==> config.mk <==
export PLATFORM = sky130hd
export DESIGN_NAME = periodic_task_timer_table
export DESIGN_NICKNAME = d
export VERILOG_FILES = /design/src/rtl/ptt_pkg.sv /design/src/rtl/periodic_task_timer_table.sv /design/src/rtl/ptt_ram.sv /design/src/rtl/ptt_dpath.sv /design/src/rtl/ptt_ctrl.sv
export VERILOG_INCLUDE_DIRS = /design/src /design/src/rtl
export SDC_FILE = /design/constraint.sdc
export NUM_CORES = 2
export LEC_CHECK = 0
export ABC_AREA = 1
export BUFFER_PORTS_ARGS = -buffer_cell sky130_fd_sc_hd__buf_2
export CAP_MARGIN = 0
export CORE_MARGIN = 2
export CORE_UTILIZATION = 47
export CTS_BUF_LIST = sky130_fd_sc_hd__clkbuf_8 sky130_fd_sc_hd__clkbuf_16
export CTS_CLUSTER_DIAMETER = 150
export DETAILED_ROUTE_END_ITERATION = 10
export GPL_TIMING_DRIVEN = 0
export PLACE_DENSITY = 0.68
export SLEW_MARGIN = 20
export SYNTH_ARGS = -nofsm -noshare
export SYNTH_HDL_FRONTEND = slang
export SYNTH_SLANG_ARGS = --single-unit
==> constraint.sdc <==
create_clock -name clock -period 6.25 [get_ports clock]
set_input_delay 0.9375 -clock clock [delete_from_list [all_inputs] [get_ports clock]]
set_output_delay 0.9375 -clock clock [all_outputs]
set_load 0.03 [all_outputs]
==> src/rtl/periodic_task_timer_table_assert.svh <==
// Assertion macros for the timer table RTL, included by ptt_ctrl.
// Uses the module's clock and reset signals by name; no other dependencies.
`ifndef PERIODIC_TASK_TIMER_TABLE_ASSERT_SVH
`define PERIODIC_TASK_TIMER_TABLE_ASSERT_SVH

// antecedent implies consequent in the same cycle
`define PTT_ASSERT_NOW(lbl, ante, cons, msg) \
   lbl: assert property (@(posedge clock) disable iff (reset) (ante) |-> (cons)) \
      else $error(msg);

// antecedent implies consequent in the next cycle
`define PTT_ASSERT_NEXT(lbl, ante, cons, msg) \
   lbl: assert property (@(posedge clock) disable iff (reset) (ante) |=> (cons)) \
      else $error(msg);

`endif

==> src/rtl/ptt_pkg.sv <==
// Package for the periodic task timer table: sizes, operation and status
// codes, and the command/status structs between controller and datapath.
`timescale 1ns / 1ps

package ptt_pkg;

   localparam int TASK_SLOTS = 16;
   localparam int TIME_BITS  = 32;
   localparam int IDX_BITS   = $clog2(TASK_SLOTS);

   localparam int FUNC_W     = 3;
   localparam int IN_TIME_W  = 32;
   localparam int SLOT_W     = 4;
   localparam int COUNT_W    = 32;
   localparam int STATUS_W   = 2;
   localparam int REQ_DATA_W = ((IN_TIME_W + SLOT_W + IN_TIME_W + COUNT_W + 7) / 8) * 8;
   localparam int RSP_DATA_W = ((STATUS_W + SLOT_W + 2 + 7) / 8) * 8;

   typedef enum logic [FUNC_W-1:0] {
      FUNC_TICK,
      FUNC_ADD,
      FUNC_ENABLE,
      FUNC_DISABLE,
      FUNC_START,
      FUNC_STOP,
      FUNC_CLEAR
   } func_type;

   typedef enum logic [STATUS_W-1:0] {
      STAT_OK,
      STAT_FULL,
      STAT_NO_TASK,
      STAT_NONE
   } status_type;

   typedef struct packed {
      logic latch_req;
      logic exec_simple;
      logic scan_clear;
      logic scan_step;
      logic decide;
      logic update;
      logic load_rsp;
   } ctrl_cmd_type;

   typedef struct packed {
      func_type func;
      logic     running;
      logic     scan_last;
      logic     found_best;
   } ctrl_sts_type;

endpackage

==> src/rtl/periodic_task_timer_table.sv <==
// Periodic task timer table: 16 slots, earliest-due dispatch on tick.
// Add, enable, disable, stop, clear, unused codes and a tick while stopped go from accept
// through an execute step to the result; start and a running tick scan every slot, then drain,
// decide and, for a dispatching tick, update. The due-time scan reads one slot a cycle.
// One request at a time; the next can be taken in the same cycle the result turns valid, even
// while it waits. Synchronous active-high reset frees all slots and stops the table.
`timescale 1ns / 1ps

module periodic_task_timer_table
   import ptt_pkg::*;
(
   input  logic                  clock,
   input  logic                  reset,
   input  logic                  req_tvalid,
   output logic                  req_tready,
   // now_time[31:0], task_slot[35:32], task_period[67:36], repeat_count[99:68], zero pad
   input  logic [REQ_DATA_W-1:0] req_tdata,
   // func[2:0]
   input  logic [FUNC_W-1:0]     req_tuser,
   output logic                  rsp_tvalid,
   input  logic                  rsp_tready,
   // status[1:0], slot_out[5:2], dispatched[6], retired[7]
   output logic [RSP_DATA_W-1:0] rsp_tdata
);

   ctrl_cmd_type cmd;
   ctrl_sts_type sts;

   ptt_ctrl u_ctrl (
      .clock      (clock),
      .reset      (reset),
      .req_tvalid (req_tvalid),
      .req_tready (req_tready),
      .rsp_tvalid (rsp_tvalid),
      .rsp_tready (rsp_tready),
      .sts        (sts),
      .cmd        (cmd)
   );

   ptt_dpath u_dpath (
      .clock     (clock),
      .reset     (reset),
      .cmd       (cmd),
      .sts       (sts),
      .req_tdata (req_tdata),
      .req_tuser (req_tuser),
      .rsp_tdata (rsp_tdata)
   );

endmodule

==> src/rtl/ptt_ram.sv <==
// Generic 1R1W RAM with registered read data.
// Self-contained; used for the per-slot due time, period and run count.
`timescale 1ns / 1ps

module ptt_ram #(
   parameter int WIDTH = 32,
   parameter int DEPTH = 16
) (
   input  logic                     clock,
   input  logic                     wr_en,
   input  logic [$clog2(DEPTH)-1:0] wr_addr,
   input  logic [WIDTH-1:0]         wr_data,
   input  logic [$clog2(DEPTH)-1:0] rd_addr,
   output logic [WIDTH-1:0]         rd_data
);

   logic [WIDTH-1:0] mem_ff [DEPTH];
   logic [WIDTH-1:0] rd_data_ff;

   always_ff @(posedge clock) begin
      if (wr_en) begin
         mem_ff[wr_addr] <= wr_data;
      end
      rd_data_ff <= mem_ff[rd_addr];
   end

   assign rd_data = rd_data_ff;

endmodule

==> src/rtl/ptt_dpath.sv <==
// Datapath of the timer table: request latch, slot flags, task memories,
// scan pipeline, earliest-due tracking and result registers. Uses ptt_pkg, ptt_ram.
`timescale 1ns / 1ps

module ptt_dpath
   import ptt_pkg::*;
(
   input  logic                  clock,
   input  logic                  reset,
   input  ctrl_cmd_type          cmd,
   output ctrl_sts_type          sts,
   input  logic [REQ_DATA_W-1:0] req_tdata,
   input  logic [FUNC_W-1:0]     req_tuser,
   output logic [RSP_DATA_W-1:0] rsp_tdata
);

   // request latch
   func_type               func_ff,   func_in;
   logic [TIME_BITS-1:0]   now_ff,    now_in;
   logic [SLOT_W-1:0]      slot_ff,   slot_in;
   logic [TIME_BITS-1:0]   period_ff, period_in;
   logic [COUNT_W-1:0]     count_ff,  count_in;

   // slot flags and run state
   logic [TASK_SLOTS-1:0]  valid_ff,   valid_in;
   logic [TASK_SLOTS-1:0]  enabled_ff, enabled_in;
   logic                   running_ff, running_in;

   // scan
   logic [IDX_BITS-1:0]    ctr_ff,      ctr_in;
   logic                   pipe_vld_ff, pipe_vld_in;
   logic [IDX_BITS-1:0]    pipe_idx_ff, pipe_idx_in;
   logic                   any_ff,      any_in;
   logic                   found_ff,    found_in;
   logic [IDX_BITS-1:0]    best_idx_ff, best_idx_in;
   logic [TIME_BITS-1:0]   best_due_ff, best_due_in;

   // pending and output result
   status_type             res_status_ff, res_status_in;
   logic [SLOT_W-1:0]      res_slot_ff,   res_slot_in;
   logic                   res_disp_ff,   res_disp_in;
   logic                   res_ret_ff,    res_ret_in;
   status_type             rsp_status_ff, rsp_status_in;
   logic [SLOT_W-1:0]      rsp_slot_ff,   rsp_slot_in;
   logic                   rsp_disp_ff,   rsp_disp_in;
   logic                   rsp_ret_ff,    rsp_ret_in;

   // memories
   logic                   due_we;
   logic [IDX_BITS-1:0]    due_wa;
   logic [TIME_BITS-1:0]   due_wd;
   logic [TIME_BITS-1:0]   due_rd;
   logic                   per_we;
   logic [IDX_BITS-1:0]    per_ra;
   logic [TIME_BITS-1:0]   per_rd;
   logic                   runs_we;
   logic [IDX_BITS-1:0]    runs_wa;
   logic [COUNT_W-1:0]     runs_wd;
   logic [COUNT_W-1:0]     runs_rd;

   logic                   free_found;
   logic [IDX_BITS-1:0]    free_idx;
   logic [IDX_BITS-1:0]    slot_idx;
   logic                   slot_ok;
   logic                   act;
   logic                   tick_cand;

   always_comb begin
      free_found = 1'b0;
      free_idx   = '0;
      for (int i = TASK_SLOTS - 1; i >= 0; i--) begin
         if (!valid_ff[i]) begin
            free_found = 1'b1;
            free_idx   = IDX_BITS'(i);
         end
      end
   end

   assign slot_idx  = IDX_BITS'(slot_ff);
   assign slot_ok   = (32'(slot_ff) < TASK_SLOTS) && valid_ff[slot_idx];
   assign act       = pipe_vld_ff && valid_ff[pipe_idx_ff] && enabled_ff[pipe_idx_ff];
   assign tick_cand = act && (due_rd <= now_ff) && (!found_ff || (due_rd < best_due_ff));
   assign per_ra    = cmd.decide ? best_idx_ff : ctr_ff;

   always_comb begin
      func_in       = func_ff;
      now_in        = now_ff;
      slot_in       = slot_ff;
      period_in     = period_ff;
      count_in      = count_ff;
      valid_in      = valid_ff;
      enabled_in    = enabled_ff;
      running_in    = running_ff;
      ctr_in        = ctr_ff;
      pipe_vld_in   = cmd.scan_step;
      pipe_idx_in   = ctr_ff;
      any_in        = any_ff;
      found_in      = found_ff;
      best_idx_in   = best_idx_ff;
      best_due_in   = best_due_ff;
      res_status_in = res_status_ff;
      res_slot_in   = res_slot_ff;
      res_disp_in   = res_disp_ff;
      res_ret_in    = res_ret_ff;
      rsp_status_in = rsp_status_ff;
      rsp_slot_in   = rsp_slot_ff;
      rsp_disp_in   = rsp_disp_ff;
      rsp_ret_in    = rsp_ret_ff;
      due_we        = 1'b0;
      due_wa        = ctr_ff;
      due_wd        = now_ff;
      per_we        = 1'b0;
      runs_we       = 1'b0;
      runs_wa       = best_idx_ff;
      runs_wd       = count_ff;

      if (cmd.latch_req) begin
         func_in   = func_type'(req_tuser);
         now_in    = TIME_BITS'(req_tdata[IN_TIME_W-1:0]);
         slot_in   = req_tdata[IN_TIME_W +: SLOT_W];
         period_in = TIME_BITS'(req_tdata[IN_TIME_W+SLOT_W +: IN_TIME_W]);
         count_in  = req_tdata[2*IN_TIME_W+SLOT_W +: COUNT_W];
      end

      if (cmd.scan_clear) begin
         ctr_in   = '0;
         any_in   = 1'b0;
         found_in = 1'b0;
      end
      if (cmd.scan_step) begin
         ctr_in = ctr_ff + 1'b1;
      end

      if (pipe_vld_ff && func_ff == FUNC_TICK) begin
         if (act) begin
            any_in = 1'b1;
         end
         if (tick_cand) begin
            found_in    = 1'b1;
            best_idx_in = pipe_idx_ff;
            best_due_in = due_rd;
         end
      end

      if (pipe_vld_ff && func_ff == FUNC_START && valid_ff[pipe_idx_ff]) begin
         due_we = 1'b1;
         due_wa = pipe_idx_ff;
         due_wd = now_ff + per_rd;
      end

      if (cmd.exec_simple) begin
         res_status_in = STAT_OK;
         res_slot_in   = '0;
         res_disp_in   = 1'b0;
         res_ret_in    = 1'b0;
         case (func_ff)
            FUNC_TICK: begin
               res_status_in = STAT_NONE;
            end
            FUNC_ADD: begin
               if (free_found) begin
                  valid_in[free_idx]   = 1'b1;
                  enabled_in[free_idx] = 1'b1;
                  due_we               = 1'b1;
                  due_wa               = free_idx;
                  due_wd               = now_ff;
                  per_we               = 1'b1;
                  runs_we              = 1'b1;
                  runs_wa              = free_idx;
                  runs_wd              = count_ff;
                  res_slot_in          = SLOT_W'(free_idx);
               end else begin
                  res_status_in = STAT_FULL;
               end
            end
            FUNC_ENABLE, FUNC_DISABLE: begin
               if (slot_ok) begin
                  enabled_in[slot_idx] = (func_ff == FUNC_ENABLE);
                  due_we               = 1'b1;
                  due_wa               = slot_idx;
                  due_wd               = (func_ff == FUNC_ENABLE) ? now_ff : '1;
               end else begin
                  res_status_in = STAT_NO_TASK;
               end
            end
            FUNC_STOP: begin
               running_in = 1'b0;
            end
            FUNC_CLEAR: begin
               valid_in   = '0;
               enabled_in = '0;
               running_in = 1'b0;
            end
            default: begin
            end
         endcase
      end

      if (cmd.decide) begin
         res_status_in = STAT_NONE;
         res_slot_in   = '0;
         res_disp_in   = 1'b0;
         res_ret_in    = 1'b0;
         if (func_ff == FUNC_START) begin
            running_in    = 1'b1;
            res_status_in = STAT_OK;
         end else if (!any_ff) begin
            running_in = 1'b0;
         end
      end

      if (cmd.update) begin
         res_status_in = STAT_OK;
         res_slot_in   = SLOT_W'(best_idx_ff);
         res_disp_in   = 1'b1;
         if (runs_rd == COUNT_W'(1)) begin
            valid_in[best_idx_ff]   = 1'b0;
            enabled_in[best_idx_ff] = 1'b0;
            res_ret_in              = 1'b1;
         end else begin
            res_ret_in = 1'b0;
            due_we     = 1'b1;
            due_wa     = best_idx_ff;
            due_wd     = best_due_ff + per_rd;
            runs_we    = (runs_rd != '0);
            runs_wa    = best_idx_ff;
            runs_wd    = runs_rd - 1'b1;
         end
      end

      if (cmd.load_rsp) begin
         rsp_status_in = res_status_ff;
         rsp_slot_in   = res_slot_ff;
         rsp_disp_in   = res_disp_ff;
         rsp_ret_in    = res_ret_ff;
      end
   end

   always_ff @(posedge clock) begin
      if (reset) begin
         valid_ff    <= '0;
         enabled_ff  <= '0;
         running_ff  <= 1'b0;
         pipe_vld_ff <= 1'b0;
         any_ff      <= 1'b0;
         found_ff    <= 1'b0;
      end else begin
         valid_ff    <= valid_in;
         enabled_ff  <= enabled_in;
         running_ff  <= running_in;
         pipe_vld_ff <= pipe_vld_in;
         any_ff      <= any_in;
         found_ff    <= found_in;
      end
   end

   always_ff @(posedge clock) begin
      func_ff       <= func_in;
      now_ff        <= now_in;
      slot_ff       <= slot_in;
      period_ff     <= period_in;
      count_ff      <= count_in;
      ctr_ff        <= ctr_in;
      pipe_idx_ff   <= pipe_idx_in;
      best_idx_ff   <= best_idx_in;
      best_due_ff   <= best_due_in;
      res_status_ff <= res_status_in;
      res_slot_ff   <= res_slot_in;
      res_disp_ff   <= res_disp_in;
      res_ret_ff    <= res_ret_in;
      rsp_status_ff <= rsp_status_in;
      rsp_slot_ff   <= rsp_slot_in;
      rsp_disp_ff   <= rsp_disp_in;
      rsp_ret_ff    <= rsp_ret_in;
   end

   ptt_ram #(.WIDTH(TIME_BITS), .DEPTH(TASK_SLOTS)) u_due_ram (
      .clock   (clock),
      .wr_en   (due_we),
      .wr_addr (due_wa),
      .wr_data (due_wd),
      .rd_addr (ctr_ff),
      .rd_data (due_rd)
   );

   ptt_ram #(.WIDTH(TIME_BITS), .DEPTH(TASK_SLOTS)) u_period_ram (
      .clock   (clock),
      .wr_en   (per_we),
      .wr_addr (free_idx),
      .wr_data (period_ff),
      .rd_addr (per_ra),
      .rd_data (per_rd)
   );

   ptt_ram #(.WIDTH(COUNT_W), .DEPTH(TASK_SLOTS)) u_runs_ram (
      .clock   (clock),
      .wr_en   (runs_we),
      .wr_addr (runs_wa),
      .wr_data (runs_wd),
      .rd_addr (best_idx_ff),
      .rd_data (runs_rd)
   );

   assign sts.func       = func_ff;
   assign sts.running    = running_ff;
   assign sts.scan_last  = (ctr_ff == IDX_BITS'(TASK_SLOTS - 1));
   assign sts.found_best = found_ff;

   assign rsp_tdata = RSP_DATA_W'({rsp_ret_ff, rsp_disp_ff, rsp_slot_ff, rsp_status_ff});

endmodule

==> src/rtl/ptt_ctrl.sv <==
// Controller of the timer table: request handshake, operation sequencing
// and result valid. Uses ptt_pkg and periodic_task_timer_table_assert.svh.
`timescale 1ns / 1ps
`include "periodic_task_timer_table_assert.svh"

module ptt_ctrl
   import ptt_pkg::*;
(
   input  logic         clock,
   input  logic         reset,
   input  logic         req_tvalid,
   output logic         req_tready,
   output logic         rsp_tvalid,
   input  logic         rsp_tready,
   input  ctrl_sts_type sts,
   output ctrl_cmd_type cmd
);

   typedef enum logic [2:0] {
      S_IDLE,
      S_EXEC,
      S_SCAN,
      S_DRAIN,
      S_DECIDE,
      S_UPDATE,
      S_RESULT
   } state_type;

   state_type state_ff, state_in;
   logic      rsp_valid_ff, rsp_valid_in;

   always_comb begin
      cmd        = '0;
      state_in   = state_ff;
      req_tready = (state_ff == S_IDLE);
      case (state_ff)
         S_IDLE: begin
            if (req_tvalid) begin
               cmd.latch_req = 1'b1;
               state_in      = S_EXEC;
            end
         end
         S_EXEC: begin
            if ((sts.func == FUNC_TICK && sts.running) || sts.func == FUNC_START) begin
               cmd.scan_clear = 1'b1;
               state_in       = S_SCAN;
            end else begin
               cmd.exec_simple = 1'b1;
               state_in        = S_RESULT;
            end
         end
         S_SCAN: begin
            cmd.scan_step = 1'b1;
            if (sts.scan_last) begin
               state_in = S_DRAIN;
            end
         end
         S_DRAIN: begin
            state_in = S_DECIDE;
         end
         S_DECIDE: begin
            cmd.decide = 1'b1;
            if (sts.func == FUNC_TICK && sts.found_best) begin
               state_in = S_UPDATE;
            end else begin
               state_in = S_RESULT;
            end
         end
         S_UPDATE: begin
            cmd.update = 1'b1;
            state_in   = S_RESULT;
         end
         S_RESULT: begin
            if (!rsp_valid_ff || rsp_tready) begin
               cmd.load_rsp = 1'b1;
               state_in     = S_IDLE;
            end
         end
         default: begin
            state_in = S_IDLE;
         end
      endcase
      rsp_valid_in = cmd.load_rsp | (rsp_valid_ff & ~rsp_tready);
   end

   always_ff @(posedge clock) begin
      if (reset) begin
         state_ff     <= S_IDLE;
         rsp_valid_ff <= 1'b0;
      end else begin
         state_ff     <= state_in;
         rsp_valid_ff <= rsp_valid_in;
      end
   end

   assign rsp_tvalid = rsp_valid_ff;

   `PTT_ASSERT_NOW(a_no_overwrite, cmd.load_rsp, !rsp_valid_ff || rsp_tready, "result overwritten")
   `PTT_ASSERT_NEXT(a_scan_ends, state_ff == S_SCAN && sts.scan_last, state_ff == S_DRAIN, "scan overrun")
   `PTT_ASSERT_NOW(a_update_found, state_ff == S_UPDATE, $past(sts.found_best) && $past(state_ff == S_DECIDE), "update without due task")
   `PTT_ASSERT_NEXT(a_one_request, req_tvalid && req_tready, !req_tready, "second request taken while busy")

endmodule

==> metrics.txt <==
DP HPWL 175,700 um; drt first-iter violations 8,586; VDD IR max 347.9 uV; CTS hold repair buffers 0; Compound-Gate Fraction of Synth Area 0.1423; Setup Viol. Count Final 0; FF+latch count, synth 1,835; CTS Buf Count 186; Initial Util 0.4737; DR DRC count 0; Final #Nets 6,739; Die Wd 406.5 um; Clk network pwr share 0.282; Clock Path Buffers 3; part of the power in combinational logic 0.304; GR Util All Layers 0.2983; Vias 54,540; Setup TNS 0 ns; CTS tree built; GPL Wtd Cong 0.9819; Crit. End Element flip-flop; Crit-path slowest cell edfxtp_1; timing-limited maximum frequency 215.9 MHz; period utilization 0.7413; Overflow after GRT 0; Syn. warnings 0; crit-path most repeated cell nand2_1; Die ar. 165,300 sq um; status completed; first-pass GRT wire length 354,600 um; pin count of the biggest net entering global routing 31; leakage 30.35 nW; clk root buf clkbuf_16; XOR/XNOR Fraction of Synth Area 0.005406; filler instances 13,120; via/cell ratio 6.179; dominant synthesized flop cell edfxtp_1; Finished Cell Area 88,040 sq um; Post-synth EDFFs 1,692; simple-gate share of the synthesized area 0.09192; Worst-Skew Late Latency 0.85 ns; Worst-path clk slew 0.06 ns; H-Tree Depth 4; post-CTS resize count 0; sequential cell area fraction in the yosys report 0.7048; final hold vios 0; initial antenna violation count 14; Netlist Area Pre-Place 76,150 sq um; power share of the sequential group 0.413; Required @ worst endpoint 6.77 ns; Die Ht 406.5 um; Sink Count 1,835; Worst Hold Path Cells 1; Placeable Area 160,800 sq um; syn_area_per_cell 12.48 sq um; CP cell instances inv_1 > nor2_1 > nand2_1 > o21ai_1 > inv_2 > nor2_2 > nand3_1 > nand3_1 > nand2_1 > o21ai_0 > nand2_1 > nor2_4 > buf_16; num ports 121; Tightest Pin Transition 1.236 ns; synthesized net count 6,343; Critical Path AT 5.16 ns; multi-input combinational cell area 20,360 sq um; final cell count without fillers 8,827; Synth-to-Final Area Change 15.62%; Total Wirelength 251,200 um; register area 53,670 sq um; worst-path fanout max 18; main combinational cell family by area after synthesis compound AO/OA/AOI/OAI gates; adder-cell share of the synthesized area 0.02156; CP Class flip-flop to flip-flop; DP Worst Slack 1.830 ns; HP Class primary input to flip-flop; worst reg2reg endpoint u_dpath.u_due_ram.mem_ff[3][17]$_DFFE_PP_; WHS Endpoint u_dpath.period_ff[2]$_DFFE_PP_; Worst Reg-to-Reg Cells 13; PwrDens 446.9 nW/um^2; # Post-CTS Setup Buffers 0; Hold Crit Start req_tdata[38]; Post-Syn Instances 6,102; switching power 14.77 mW; Net Sw Frac 0.3754; slowest stage delay, CP 0.64 ns; Worst Skew 0.06140 ns; Netlist cell types 64; iteration count of the initial detailed-routing pass 6; Cells after DPL 8,470; Power Total 39.35 mW; Detail Route Antenna Nets 0; startpoint types flip-flop; R2R Path Start u_dpath.func_ff[1]$_DFFE_PP_; row count 147; mux contribution to synthesized area 0; Max-Slew Margin vs Limit 0.1759; unrepaired setup endpoints after global routing no; R2R setup slack 1.62 ns; Final min period 4.633 ns; Routed WL per cell 28.46 um; share of cells above drive strength 1 0.1059; asr flop ratio synth 0; internal power 24.57 mW; Slew Limit Fails 0; Port Buf Inserts 116; maximum capacitance violations 0; Area after DPL 81,820 sq um; Final WS setup 1.617 ns; Final Core Density 0.5477; vias in the first global route 51,270; hold slack 0.2750 ns
-- cell usage in the layout (no fill, tap or decap), drive strengths merged, types with 5 or more instances in the layout --
master	netlist	routed
a2111o	32	32
a21boi	65	65
a21o	9	9
a21oi	247	247
a221oi	6	6
a22oi	260	260
a31oi	17	17
buf	95	303
bufinv	0	14
clkbuf	228	433
clkinv	5	76
dfxtp	143	143
diode	0	7
edfxtp	1692	1692
ha	128	128
inv	318	375
nand2	615	615
nand3	220	220
nand3b	5	5
nand4	26	26
nor2	792	792
nor3	25	25
nor4	8	8
o211ai	71	71
o21a	7	7
o21ai	716	716
o21bai	11	11
o221ai	153	153
o22ai	126	126
or2	6	6
xnor2	16	16
xor2	31	31
-- area by class of cell --
type | count | area share
diodes | 7 | 0.0001990
plain buffers | 323 | 0.01569
clock buffers | 205 | 0.05635
clock inverters | 145 | 0.01364
inverters | 323 | 0.01383
multi-input cells | 3621 | 0.2312
flip-flops and latches | 1835 | 0.6096
well taps | 2160 | 0.03070
repair buffers | 208 | 0.02876
-- Yosys cell counts, types with 68 or more instances --
| master | instances | area, sq um |
|---|---|---|
| edfxtp_1 | 1692 | 50810 |
| nor2_1 | 774 | 2905 |
| o21ai_0 | 682 | 3413 |
| nand2_1 | 603 | 2263 |
| inv_1 | 300 | 1126 |
| a22oi_1 | 260 | 1952 |
| a21oi_1 | 245 | 1226 |
| clkbuf_1 | 223 | 837.1 |
| nand3_1 | 220 | 1101 |
| o221ai_1 | 153 | 1340 |
| dfxtp_1 | 143 | 2863 |
| ha_1 | 128 | 1602 |
| o22ai_1 | 126 | 788.3 |
| o211ai_1 | 71 | 533.0 |
| buf_2 | 68 | 340.3 |
-- worst max path at each step --
stage	startpoint	endpoint	slack (ns)	depth (start not counted)
final	u_dpath.func_ff[1]$_DFFE_PP_	u_dpath.u_due_ram.mem_ff[3][17]$_DFFE_PP_	1.62	13
after floorplan	req_tvalid	u_dpath.count_ff[0]$_DFFE_PP_	0.42	2
after global routing	u_dpath.func_ff[1]$_DFFE_PP_	u_dpath.u_due_ram.mem_ff[3][17]$_DFFE_PP_	1.62	13
after detailed placement	u_dpath.now_ff[0]$_DFFE_PP_	u_dpath.u_due_ram.mem_ff[5][22]$_DFFE_PP_	1.83	14
after global placement	req_tvalid	u_dpath.func_ff[2]$_DFFE_PP_	-3.26	3
after CTS	u_dpath.now_ff[0]$_DFFE_PP_	u_dpath.u_due_ram.mem_ff[15][22]$_DFFE_PP_	1.81	14
-- flip-flops by register name, indices dropped and copies added, names as in the netlist, 3 cells and up --
register                      flops
u_dpath.u_due_ram.mem_ff        512
u_dpath.u_period_ram.mem_ff     512
u_dpath.u_runs_ram.mem_ff       512
u_dpath.best_due_ff              32
u_dpath.count_ff                 32
u_dpath.now_ff                   32
u_dpath.period_ff                32
u_dpath.u_due_ram.rd_data        32
u_dpath.u_period_ram.rd_data     32
u_dpath.u_runs_ram.rd_data       32
u_dpath.enabled_ff               16
u_dpath.valid_ff                 16
u_dpath.best_idx_ff               4
u_dpath.ctr_ff                    4
u_dpath.pipe_idx_ff               4
u_dpath.res_slot_ff               4
u_dpath.rsp_slot_ff               4
u_dpath.slot_ff                   4
u_ctrl.state_ff                   3
u_dpath.func_ff                   3
-- kinds of logic (layout without fill, tap and decap cells) --
| kind of cell | Yosys count | in the layout |
|---|---|---|
| other | 0 | 7 |
| buffers and inverters | 646 | 1204 |
| xor gates and xnor gates | 47 | 47 |
| DFF | 1835 | 1835 |
| and+or+nand+nor | 1705 | 1705 |
| adders and majority gates | 130 | 130 |
| AOI/OAI and AO/OA | 1739 | 1739 |
-- worst max-delay path: cells and delay by family (launching register included) --
family / cells / cell delay, ns
AOI/OAI and AO/OA: 2 / 0.76
buffers and inverters: 3 / 0.67
DFF: 1 / 0.64
and+or+nand+nor: 8 / 2.21
-- power groups by stage --
stage	clock [mW]	combinational, mW	sequential, mW
2_1_floorplan	0	6.59	15.9
3_3_place_gp	0	11.0	16.5
3_5_place_dp	0	11.5	16.5
4_1_cts	11.2	11.5	16.2
5_1_grt	11.7	12.6	16.3
6_report	11.1	12.0	16.3
-- layer usage --
metal	vias up	track usage	part of all wire
met5	-	0	0.00013
met4	6	0.1236	0.046
met3	665	0.06713	0.12
met2	3762	0.4574	0.45
met1	26530	0.4115	0.39
li1	23570	-	-
(Power assumes the default switching activity.)
